[src/design/afc_pkg.sv]
// Shared types, constants and the CRC byte update for the acknowledge frame checker.
package afc_pkg;

  localparam int unsigned PosW = 17;

  localparam logic [7:0]  START_BYTE0 = 8'h55;
  localparam logic [7:0]  START_BYTE1 = 8'h66;
  localparam logic [7:0]  ACK_MASK    = 8'h02;
  localparam logic [15:0] CRC_POLY    = 16'h1021;
  localparam logic [15:0] CRC_TOP     = 16'h8000;
  localparam logic [7:0]  ATT_COMMAND = 8'h0D;
  localparam logic [15:0] ATT_MIN_LEN = 16'd12;
  localparam logic [PosW-1:0] HEADER_LEN = 17'd8;

  // Byte positions inside the frame
  localparam logic [PosW-1:0] POS_START0  = 17'd0;
  localparam logic [PosW-1:0] POS_START1  = 17'd1;
  localparam logic [PosW-1:0] POS_CTRL    = 17'd2;
  localparam logic [PosW-1:0] POS_LEN_LO  = 17'd3;
  localparam logic [PosW-1:0] POS_LEN_HI  = 17'd4;
  localparam logic [PosW-1:0] POS_COMMAND = 17'd7;
  localparam logic [PosW-1:0] POS_YAW_LO  = 17'd8;
  localparam logic [PosW-1:0] POS_YAW_HI  = 17'd9;
  localparam logic [PosW-1:0] POS_PIT_LO  = 17'd10;
  localparam logic [PosW-1:0] POS_PIT_HI  = 17'd11;
  localparam logic [PosW-1:0] POS_ROL_LO  = 17'd12;
  localparam logic [PosW-1:0] POS_ROL_HI  = 17'd13;
  // last byte at this position or later means the frame holds at least 10 bytes
  localparam logic [PosW-1:0] POS_MIN_LAST = 17'd9;
  localparam logic [PosW-1:0] POS_MAX      = 17'h1FFFF;

  typedef enum logic [2:0] {
    ST_ACCEPTED  = 3'd0,
    ST_SHORT     = 3'd1,
    ST_BAD_START = 3'd2,
    ST_NOT_ACK   = 3'd3,
    ST_TRUNCATED = 3'd4,
    ST_CRC_BAD   = 3'd5
  } afc_status_e;

  typedef struct packed {
    logic [7:0] rx_byte;
    logic       last_byte;
  } afc_in_t;

  typedef struct packed {
    afc_status_e        status;
    logic [7:0]         command;
    logic               attitude_valid;
    logic signed [15:0] yaw_tenths;
    logic signed [15:0] pitch_tenths;
    logic signed [15:0] roll_tenths;
  } afc_out_t;

  // CRC16-XMODEM, one byte folded in per call
  function automatic logic [15:0] crc_step(input logic [15:0] crc, input logic [7:0] b);
    logic [15:0] c;
    c = crc ^ {b, 8'h00};
    for (int i = 0; i < 8; i++) begin
      if ((c & CRC_TOP) != 16'h0000) begin
        c = {c[14:0], 1'b0} ^ CRC_POLY;
      end else begin
        c = {c[14:0], 1'b0};
      end
    end
    return c;
  endfunction

endpackage

[src/design/afc_parser.sv]
// Frame state: position tracking, header capture, CRC and the per-frame verdict.
module afc_parser (
  input  logic              clk_i,
  input  logic              rst_ni,
  input  logic              step_i,
  input  afc_pkg::afc_in_t  item_i,
  output afc_pkg::afc_out_t result_o
);
  import afc_pkg::*;

  logic [PosW-1:0] pos_q;
  logic            start_ok_q, start_ok_d;
  logic            ack_q, ack_d;
  logic [15:0]     len_q, len_d;
  logic [7:0]      cmd_q, cmd_d;
  logic [15:0]     crc_q, crc_d;
  logic [15:0]     rx_crc_q, rx_crc_d;
  logic [15:0]     yaw_q, yaw_d;
  logic [15:0]     pit_q, pit_d;
  logic [15:0]     rol_q, rol_d;
  logic [PosW-1:0] crc_end;
  logic [7:0]      b;
  afc_status_e     status;
  logic            att;

  assign b = item_i.rx_byte;

  always_comb begin
    start_ok_d = start_ok_q;
    ack_d      = ack_q;
    len_d      = len_q;
    cmd_d      = cmd_q;
    yaw_d      = yaw_q;
    pit_d      = pit_q;
    rol_d      = rol_q;
    case (pos_q)
      POS_START0:  if (b != START_BYTE0) start_ok_d = 1'b0;
      POS_START1:  if (b != START_BYTE1) start_ok_d = 1'b0;
      POS_CTRL:    ack_d = (b & ACK_MASK) != 8'h00;
      POS_LEN_LO:  len_d = {len_q[15:8], b};
      POS_LEN_HI:  len_d = {b, len_q[7:0]};
      POS_COMMAND: cmd_d = b;
      POS_YAW_LO:  yaw_d = {yaw_q[15:8], b};
      POS_YAW_HI:  yaw_d = {b, yaw_q[7:0]};
      POS_PIT_LO:  pit_d = {pit_q[15:8], b};
      POS_PIT_HI:  pit_d = {b, pit_q[7:0]};
      POS_ROL_LO:  rol_d = {rol_q[15:8], b};
      POS_ROL_HI:  rol_d = {b, rol_q[7:0]};
      default: ;
    endcase
  end

  // crc_end is never below the header length, so one compare covers the header too
  assign crc_end = HEADER_LEN + {1'b0, len_d};

  always_comb begin
    crc_d    = crc_q;
    rx_crc_d = rx_crc_q;
    if (pos_q < crc_end) begin
      crc_d = crc_step(crc_q, b);
    end else if (pos_q == crc_end) begin
      rx_crc_d = {rx_crc_q[15:8], b};
    end else if (pos_q == crc_end + 17'd1) begin
      rx_crc_d = {b, rx_crc_q[7:0]};
    end
  end

  always_comb begin
    if (pos_q < POS_MIN_LAST) begin
      status = ST_SHORT;
    end else if (!start_ok_d) begin
      status = ST_BAD_START;
    end else if (!ack_d) begin
      status = ST_NOT_ACK;
    end else if (pos_q <= crc_end) begin
      // CRC high byte not yet seen
      status = ST_TRUNCATED;
    end else if (crc_d != rx_crc_d) begin
      status = ST_CRC_BAD;
    end else begin
      status = ST_ACCEPTED;
    end
  end

  assign att = (status == ST_ACCEPTED) && (cmd_d == ATT_COMMAND) && (len_d >= ATT_MIN_LEN);

  always_comb begin
    result_o.status         = status;
    result_o.command        = (pos_q >= POS_COMMAND) ? cmd_d : 8'h00;
    result_o.attitude_valid = att;
    result_o.yaw_tenths     = att ? yaw_d : 16'h0000;
    result_o.pitch_tenths   = att ? pit_d : 16'h0000;
    result_o.roll_tenths    = att ? rol_d : 16'h0000;
  end

  always_ff @(posedge clk_i or negedge rst_ni) begin
    if (!rst_ni) begin
      pos_q      <= '0;
      start_ok_q <= 1'b1;
      ack_q      <= 1'b0;
      len_q      <= '0;
      cmd_q      <= '0;
      crc_q      <= '0;
      rx_crc_q   <= '0;
      yaw_q      <= '0;
      pit_q      <= '0;
      rol_q      <= '0;
    end else if (step_i) begin
      if (item_i.last_byte) begin
        pos_q      <= '0;
        start_ok_q <= 1'b1;
        ack_q      <= 1'b0;
        len_q      <= '0;
        cmd_q      <= '0;
        crc_q      <= '0;
        rx_crc_q   <= '0;
        yaw_q      <= '0;
        pit_q      <= '0;
        rol_q      <= '0;
      end else begin
        if (pos_q != POS_MAX) pos_q <= pos_q + 17'd1;
        start_ok_q <= start_ok_d;
        ack_q      <= ack_d;
        len_q      <= len_d;
        cmd_q      <= cmd_d;
        crc_q      <= crc_d;
        rx_crc_q   <= rx_crc_d;
        yaw_q      <= yaw_d;
        pit_q      <= pit_d;
        rol_q      <= rol_d;
      end
    end
  end

endmodule

[config.mk]
export PLATFORM = sky130hd
export DESIGN_NAME = afc_parser
export DESIGN_NICKNAME = d
export VERILOG_FILES = /design/src/design/afc_pkg.sv /design/src/design/afc_parser.sv
export SDC_FILE = /design/constraint.sdc
export NUM_CORES = 1
export LEC_CHECK = 0
export ABC_AREA = 1
export BUFFER_PORTS_ARGS = -buffer_cell sky130_fd_sc_hd__buf_4
export CAP_MARGIN = 30
export CORE_MARGIN = 5
export CORE_UTILIZATION = 45
export CTS_CLUSTER_SIZE = 10
export DETAILED_ROUTE_END_ITERATION = 6
export GPL_ROUTABILITY_DRIVEN = 0
export PLACE_DENSITY_LB_ADDON = 0.2
export SLEW_MARGIN = 20
export SYNTH_ARGS = -nofsm -noshare
export SYNTH_HDL_FRONTEND = slang
export SYNTH_SLANG_ARGS = --single-unit
[constraint.sdc]
create_clock -name clk_i -period 11 [get_ports clk_i]
set_input_delay 3.3 -clock clk_i [delete_from_list [all_inputs] [get_ports clk_i]]
set_output_delay 3.3 -clock clk_i [all_outputs]
set_load 0.005 [all_outputs]
==> results of run 1 <==
==> layer usage <==
layer,part of all wire [%],vias up
met3,8.4,134
met1,41,4759
met2,46,567
met5,0,-
met4,4.5,0
li1,-,4700
==> area by class of cell <==
cell class / instances / area [sq um]
flip-flops and latches: 123 / 3080
multi-input cells: 929 / 5640
fillers: 1531 / 6780
repair buffers: 272 / 2480
clock buffers: 17 / 425
well taps: 265 / 332
inverters: 188 / 713
clock inverters: 15 / 141
==> cells in the mapped netlist (10+ instances only) <==
cell | number | area, sq um
nand3_1 | 88 | 440
nand4_1 | 18 | 113
nand2_2 | 26 | 163
o21ai_0 | 107 | 536
a22oi_1 | 24 | 180
dfrtp_1 | 122 | 3050
o22ai_1 | 61 | 382
nor2_2 | 16 | 100
clkbuf_1 | 29 | 109
nand2_1 | 285 | 1070
ha_1 | 25 | 313
nor4_1 | 10 | 62.6
nor3_1 | 10 | 50.1
xor2_1 | 17 | 149
inv_1 | 175 | 657
xnor2_1 | 15 | 131
nor2_4 | 18 | 203
inv_2 | 10 | 37.5
a21oi_1 | 26 | 130
nor2_1 | 133 | 499
==> per-stage QoR <==
step           setup slack [ns]  util, %  hold WS, ns  setup TNS, ns
2_1_floorplan             0.300        -        0.453              0
3_3_place_gp             -0.345     52.1        0.466         -15.25
3_5_place_dp             -0.357     52.2        0.473         -15.53
4_1_cts                  -0.135     62.2        0.489          -5.76
5_1_grt                  -0.912     65.4        0.516         -43.73
6_report                 -0.588     65.4        0.489         -27.64
==> critical path: cells and delay by family <==
kind                     cells  cell delay [ns]
AND/OR/NAND/NOR             26             2.81
buffers and inverters       43             5.36
AO/OA/AOI/OAI                1             0.08
adder cells (fa/ha/maj)      1             0.31
==> power groups by stage <==
stage	Clock (mW)	Sequential, mW	Combinational, mW
after global routing	0.577	0.514	0.584
after global placement	0	0.516	0.443
final	0.556	0.511	0.542
after CTS	0.554	0.509	0.480
after detailed placement	0	0.517	0.449
after floorplan	0	0.511	0.323
==> final timing paths <==
kind | startpoint | endpoint | slack [ns] | cells past startpoint
min in group asynchronous | rst_ni | pos_q[8]$_DFFE_PN0P_ | 2.89 | 1
worst min register to register | rol_q[0]$_DFFE_PN0P_ | rol_q[0]$_DFFE_PN0P_ | 0.49 | 2
worst max register to register | pos_q[8]$_DFFE_PN0P_ | rx_crc_q[10]$_DFFE_PN0P_ | 0.79 | 73
worst max-delay path | item_i[2] | rx_crc_q[10]$_DFFE_PN0P_ | -0.59 | 71
worst min-delay path | rol_q[0]$_DFFE_PN0P_ | rol_q[0]$_DFFE_PN0P_ | 0.49 | 2
max in group asynchronous | rst_ni | start_ok_q$_DFFE_PN1P_ | 6.91 | 3
==> state kept, by name (all words and copies together) (netlist names) <==
signal / cells
ack_q: 1
cmd_q: 8
crc_q: 16
len_q: 16
pit_q: 16
pos_q: 17
rol_q: 16
rx_crc_q: 16
start_ok_q: 1
yaw_q: 16
==> timing repair <==
action / CTS / global route
cloned: 6 / 2
hold endpoints to repair: 0 / 0
buffers inserted: 109 / 16
hold buffers: 0 / 0
pin swaps: 22 / 45
resized for setup: 101 / 123
endpoints found under the setup margin: 50 / 53
==> cell families after synthesis <==
kind of cell / Yosys count / share of synthesized area (%)
flops: 123 / 34.2
fa+ha+maj: 25 / 3.47
simple gates: 631 / 32.8
xor+xnor: 34 / 3.47
buf+inv: 235 / 10.7
compound gates: 238 / 15.3
==> flow_summary.yaml, run 1 <==
detailed_routing:
  ant_nets: 0
  wirelength_mm: 34.4
  viasPerCell: 5.62
  wl_per_cell_um: 19.0
  dr.first_iter.drc_count: 920
  drc: 8
  routed-via-count: 10200
  dr.pass1.iters: 7
pwr:
  p_comb_share_pct: 33.7
  total_power_mw: 1.61
  power.switching_uw: 634
  power_density_mw_per_mm2: 126
  p_int_uw: 975
  p_sw_share_pct: 39.4
  p_leak_nw: 5.84
  clkPwrFrac_pct: 34.5
  peakVddDrop_mv: 0.115
  power_frac_seq_pct: 31.8
finish:
  layoutNonFillerInstCount: 1809
  fin_nets: 1568
  final_area_sq_mm: 0.0128
  final_cell_mix: "nand2_1, buf_4, inv_1, dfrtp_1, o21ai_0"
  antenna_cells: 0
  layout_commonest_cell: "nand2_1"
  synthToLayoutAreaGrowth_pct: 42.2
  layout-drive-gt1-share_pct: 32.3
floorplanning:
  die_w_um: 152
  start_util_pct: 46.0
  core-area_sq_mm: 0.0196
  die_area_sq_mm: 0.0230
  pin_count: 72
  fp.dieH_um: 152
  placementRows: 51
clock_tree:
  cts-root-buf: "clkbuf_16"
  htree_levels: 4
  cts.sinks: 123
  cts_tree: "yes"
  numCtsBuffers: 17
  path_clk_slew_ns: 0.06
  clock_path_buffers: 2
  clock_latency_ns: 0.44
yosys:
  syn_inst: 1286
  synth_ff_type: "dfrtp_1"
  ys_types: 49
  avgSynthCellArea_sq_um: 7.01
  ys_seq_area_share_pct: 34.2
  ys_ff_latch: 123
  ys.warnings.count: 0
  syn_nets: 1323
  synth_area_sq_mm: 0.00901
  synth_edf_count: 0
  async_reset_ff_share_pct: 100
sta:
  grt_setup_unrepaired: "yes"
  period_share_pct: 105
  setup_viol: 52
  min_period_ns: 11.59
  tightestPinTransition_ns: 0.826
  hold_viol_final: 0
  clock_skew_ns: 0.0169
  relSlewSlack_pct: 45.0
  fmax_mhz: 86.3
  setup_ws_ns: -0.588
  final_max_slew_viol_count: 0
run:
  cap_violations: 0
critical_path:
  cp_common_cell: "buf_4"
  cp.required_ns: 11.35
  crit_type: "in2reg"
  start_kind: "primary input"
  cpMaxStageDelayCell: "ha_1"
  cp.arrival_ns: 11.93
  endpoint_kind: "register"
  max_stage_delay_ns: 0.31
  cp_max_fo: 4
placed_design:
  io_buffers: 71
  dpl_cell_area_sq_mm: 0.0102
  hpwlAfterDp_mm: 20.5
  dp.cells: 1651
outcome:
  violations: "design-rule violations, negative setup slack"
  outcome: "finished with violations"
hold_path:
  hold_class: "reg2reg"
grt:
  grt_pass1_vias: 9653
  gr-usage-met2_pct: 45.0
  grt_use_met3_pct: 6.45
  gr-total-overflow: 0
  antenna_found_initial: 0
  grt_busiest_layer: "met2"
  met1_usage_pct: 38.8
  grt_max_degree: 69
  grt_use_total_pct: 28.6
  grt_pass1_wl_mm: 51.2
Note: power is estimated with default switching activity, not from simulation.
==> inputs of run 2 (changes only) <==
--- a/config.mk
+++ b/config.mk
@@ -8,7 +8,6 @@
 export ABC_AREA = 1
 export BUFFER_PORTS_ARGS = -buffer_cell sky130_fd_sc_hd__buf_4
 export CAP_MARGIN = 30
-export CORE_MARGIN = 5
 export CORE_UTILIZATION = 45
 export CTS_CLUSTER_SIZE = 10
 export DETAILED_ROUTE_END_ITERATION = 6
==> flow_summary.yaml, run 2 (synthesis results as in run 1) <==
outcome:
  outcome: "finished with violations"
  violations: "negative setup slack"
grt:
  grt_pass1_vias: 8371
  gr-total-overflow: 0
  grt_use_total_pct: 28.0
  grt_pass1_wl_mm: 44.2
  grt_max_degree: 84
  antenna_found_initial: 0
critical_path:
  r2r-end: "rx_crc_q[11]$_DFFE_PN0P_"
  cp_max_fo: 12
  start_kind: "primary input"
  cpMaxStageDelayCell: "ha_4"
  max_stage_delay_ns: 0.29
  cp.arrival_ns: 7.96
  worstRegToRegCells: 34
  r2r_setup_slack_ns: 5.77
  cp_top_family: "simple AND/OR/NAND/NOR gates"
  crit_type: "in2out"
  endpoint_kind: "primary output"
  crit_buf_inv: 6
  reg2reg_from: "pos_q[14]$_DFFE_PN0P_"
  cp.required_ns: 7.70
finish:
  top_register: "pos_q"
  antenna_cells: 0
  final_cell_mix: "nand2_1, inv_1, buf_4, dfrtp_1, o21ai_0"
  fillers: 1855
  layout_commonest_cell: "nand2_1"
  synthToLayoutAreaGrowth_pct: 26.4
  layoutNonFillerInstCount: 1681
  fin_nets: 1441
  final_area_sq_mm: 0.0114
  layout-drive-gt1-share_pct: 24.9
  largest_reg_flops: 17
sta:
  grt_setup_unrepaired: "yes"
  period_share_pct: 102
  tightestPinTransition_ns: 0.836
  setup_viol: 49
  setup_ws_ns: -0.260
  hold_viol_final: 0
  final_max_slew_viol_count: 0
  min_period_ns: 11.26
  fmax_mhz: 88.8
  timing.setup.tns_ns: -10.88
  clock_skew_ns: 0.0110
  relSlewSlack_pct: 44.2
placed_design:
  dp.cells: 1629
  io_buffers: 71
  dp_slack_ns: -0.0803
  dpl_cell_area_sq_mm: 0.0100
  hpwlAfterDp_mm: 19.7
detailed_routing:
  viasPerCell: 5.42
  drc: 0
  dr.pass1.iters: 6
  routed-via-count: 9115
  ant_nets: 0
  wl_per_cell_um: 17.0
  wirelength_mm: 28.6
  dr.first_iter.drc_count: 705
floorplanning:
  start_util_pct: 46.2
  fp.dieH_um: 144
  placementRows: 51
  core-area_sq_mm: 0.0195
  die_w_um: 144
  pin_count: 72
  die_area_sq_mm: 0.0206
clock_tree:
  cts_tree: "yes"
  cts-root-buf: "clkbuf_16"
  clock_path_buffers: 2
  numCtsBuffers: 17
  htree_levels: 4
  path_clk_slew_ns: 0.06
  postCtsHoldBufs: 0
  cts.sinks: 123
  clock_latency_ns: 0.43
pwr:
  peakVddDrop_mv: 0.105
  power_density_mw_per_mm2: 138
  total_power_mw: 1.57
  p_leak_nw: 5.19
hold_path:
  hp-start: "len_q[14]$_DFFE_PN0P_"
  whs_path_depth: 2
  min_to: "len_q[14]$_DFFE_PN0P_"
  hold_class: "reg2reg"
run:
  cap_violations: 0
## run 2: how the worst max path moves through the flow
stage,from,endpoint,slack [ns],cells past startpoint
global route,item_i[2],result_o[46],-0.49,35
global placement,item_i[5],result_o[45],-0.02,30
CTS,item_i[5],result_o[17],0.001,39
finish,item_i[1],result_o[37],-0.26,35
floorplan,item_i[5],result_o[48],0.30,34
detailed placement,item_i[5],result_o[17],-0.08,30
## run 2: area by class of cell
class / instances / area, sq um / area share [%]
clock buffers: 17 / 425 / 3.74
inverters: 188 / 711 / 6.24
well taps: 265 / 332 / 2.91
flip-flops and latches: 123 / 3080 / 27.0
clock inverters: 14 / 184 / 1.62
repair buffers: 146 / 1250 / 11.0
multi-input cells: 928 / 5400 / 47.4
## run 2: per-layer routing
metal,vias up,wire (um),track usage (%)
met5,-,0,0
met1,4248,12800,39.1
li1,4442,-,-
met3,70,1680,3.93
met2,355,13100,43.5
met4,0,966,11.3
## run 2: metrics by stage
stage / hold WS, ns / util [%]
2_1_floorplan: 0.453 / -
3_3_place_gp: 0.466 / 51.5
3_5_place_dp: 0.475 / 51.5
4_1_cts: 0.491 / 54.7
5_1_grt: 0.506 / 58.3
6_report: 0.488 / 58.3
## run 2: power breakdown
group          total [mW]  switching (mW)  leakage (nW)  internal (mW)
clock               0.595           0.234         0.297          0.360
sequential          0.509          0.0263          1.70          0.483
combinational       0.470           0.300          3.20          0.170
total                1.57           0.561          5.19           1.01
## run 2: worst reg2reg max path, delay by kind of cell (launching register included)
| family | cells | cell delay (ns) |
|---|---|---|
| simple gates | 24 | 3.19 |
| buf+inv | 5 | 0.50 |
| flops | 1 | 0.47 |
| fa+ha+maj | 2 | 0.47 |
| compound gates | 3 | 0.45 |
## run 2: timing repair
item / CTS / global route
resized for setup: 8 / 116
cloned: 0 / 4
buffers inserted: 0 / 16
pin swaps: 2 / 29
endpoints found under the setup margin: 49 / 51
==> inputs of run 3 (changes only) <==
--- a/config.mk
+++ b/config.mk
@@ -8,7 +8,7 @@
 export ABC_AREA = 1
 export BUFFER_PORTS_ARGS = -buffer_cell sky130_fd_sc_hd__buf_4
 export CAP_MARGIN = 30
-export CORE_UTILIZATION = 45
+export CORE_UTILIZATION = 25
 export CTS_CLUSTER_SIZE = 10
 export DETAILED_ROUTE_END_ITERATION = 6
 export GPL_ROUTABILITY_DRIVEN = 0
==> flow_summary.yaml, run 3 (synthesis results as in run 1) <==
outcome:
  outcome: "finished with violations"
  violations: "negative setup slack"
critical_path:
  cp_common_cell: "nor2_4"
  reg2reg_from: "pos_q[14]$_DFFE_PN0P_"
  start_kind: "primary input"
  max_stage_delay_ns: 0.28
  cp_max_fo: 8
  endpoint_kind: "primary output"
  cpMaxStageDelayCell: "ha_1"
  critPathLaunch: "item_i[5]"
  cp.required_ns: 7.70
  crit_type: "in2out"
  cp.arrival_ns: 8.13
grt:
  grt_max_degree: 80
  grt_pass1_wl_mm: 53.9
  grt_pass1_vias: 9296
  gr-total-overflow: 0
  grt_use_total_pct: 19.3
  antenna_found_initial: 0
sta:
  setup_ws_ns: -0.435
  min_period_ns: 11.43
  period_share_pct: 104
  hold_viol_final: 0
  final_max_slew_viol_count: 0
  whs_ns: 0.487
  relSlewSlack_pct: 35.4
  setup_viol: 51
  fmax_mhz: 87.5
  grt_setup_unrepaired: "yes"
  tightestPinTransition_ns: 0.960
  clock_skew_ns: 0.00951
  timing.setup.tns_ns: -18.96
finish:
  final_area_sq_mm: 0.0130
  layout-drive-gt1-share_pct: 31.4
  final_cell_mix: "nand2_1, buf_4, inv_1, dfrtp_1, o21ai_0"
  synthToLayoutAreaGrowth_pct: 43.7
  antenna_cells: 0
  largest_reg_flops: 17
  fin_util_pct: 36.5
  layout_commonest_cell: "nand2_1"
  layoutNonFillerInstCount: 1999
  fin_nets: 1562
  top_register: "pos_q"
floorplanning:
  die_area_sq_mm: 0.0368
  placementRows: 69
  start_util_pct: 25.4
  pin_count: 72
  core-area_sq_mm: 0.0355
  die_w_um: 192
  fp.dieH_um: 192
clock_tree:
  htree_levels: 4
  cts-root-buf: "clkbuf_16"
  cts_tree: "yes"
  numCtsBuffers: 17
  clock_latency_ns: 0.44
  postCtsHoldBufs: 0
  path_clk_slew_ns: 0.06
  cts.sinks: 123
  clock_path_buffers: 2
pwr:
  p_int_mw: 1.00
  p_sw_share_pct: 37.5
  power_frac_seq_pct: 31.8
  peakVddDrop_mv: 0.0886
  p_leak_nw: 5.80
  total_power_mw: 1.60
  power.switching_uw: 601
  clkPwrFrac_pct: 35.2
  power_density_mw_per_mm2: 124
  p_comb_share_pct: 32.9
detailed_routing:
  ant_nets: 0
  dr.pass1.iters: 7
  viasPerCell: 4.77
  routed-via-count: 9539
  wirelength_mm: 34.6
  wl_per_cell_um: 17.3
  drc: 0
  dr.first_iter.drc_count: 556
placed_design:
  hpwlAfterDp_mm: 23.3
  io_buffers: 71
  dp_slack_ns: -0.664
  dpl_cell_area_sq_mm: 0.0106
  dp.cells: 1872
hold_path:
  hp-start: "rol_q[12]$_DFFE_PN0P_"
  hold_class: "reg2reg"
run:
  cap_violations: 0
## run 3: changes by cell type in the layout (fill, tap and decap cells not counted), sizes merged
cell / before / now
inv: 192 / 191
bufinv: 3 / 1
clkinvlp: 1 / 3
clkbuf: 19 / 17
buf: 144 / 267
clkinv: 6 / 8
## run 3: repair_timing
action | 4_1_cts | 5_1_grt
buffers inserted | 78 | 12
endpoints found under the setup margin | 51 | 52
resized for setup | 174 | 51
pin swaps | 30 | 45
gates cloned | 7 | 0
## run 3: final cells by class
cell class / instances / area, sq um
fillers: 3700 / 22500
multi-input cells: 928 / 5580
flip-flops and latches: 123 / 3080
repair buffers: 267 / 2440
inverters: 188 / 713
well taps: 461 / 577
clock buffers: 17 / 425
clock inverters: 15 / 140
## run 3: path summary, 6_finish.rpt
path | endpoint | slack, ns | depth (start not counted)
max in group asynchronous | yaw_q[9]$_DFFE_PN0P_ | 6.91 | 2
min in group asynchronous | pos_q[5]$_DFFE_PN0P_ | 2.93 | 1
worst max register to register | rx_crc_q[15]$_DFFE_PN0P_ | 0.98 | 75
worst min-delay path | rol_q[12]$_DFFE_PN0P_ | 0.49 | 2
worst max-delay path | result_o[46] | -0.43 | 41
worst min register to register | rol_q[12]$_DFFE_PN0P_ | 0.49 | 2
## run 3: layer usage
layer | vias up | share of wire (%) | track usage (%)
li1 | 4671 | - | -
met1 | 4590 | 47 | 25.7
met4 | 0 | 2.4 | 6.62
met3 | 53 | 3.2 | 2.72
met2 | 225 | 48 | 31.8
met5 | - | 0 | 0
## run 3: worst max-delay path: cells and delay by family
kind / cells / cell delay, ns
XOR/XNOR: 1 / 0.09
AO/OA/AOI/OAI: 2 / 0.36
buffers and inverters: 8 / 0.98
AND/OR/NAND/NOR: 28 / 2.92
adder cells (fa/ha/maj): 2 / 0.46
## run 3: power by group through the flow
stage          Combinational, mW  Clock [mW]  Sequential, mW
4_1_cts                    0.520       0.572           0.510
6_report                   0.528       0.564           0.510
3_5_place_dp               0.495           0           0.518
5_1_grt                    0.591       0.591           0.515
3_3_place_gp               0.498           0           0.517
2_1_floorplan              0.323           0           0.511
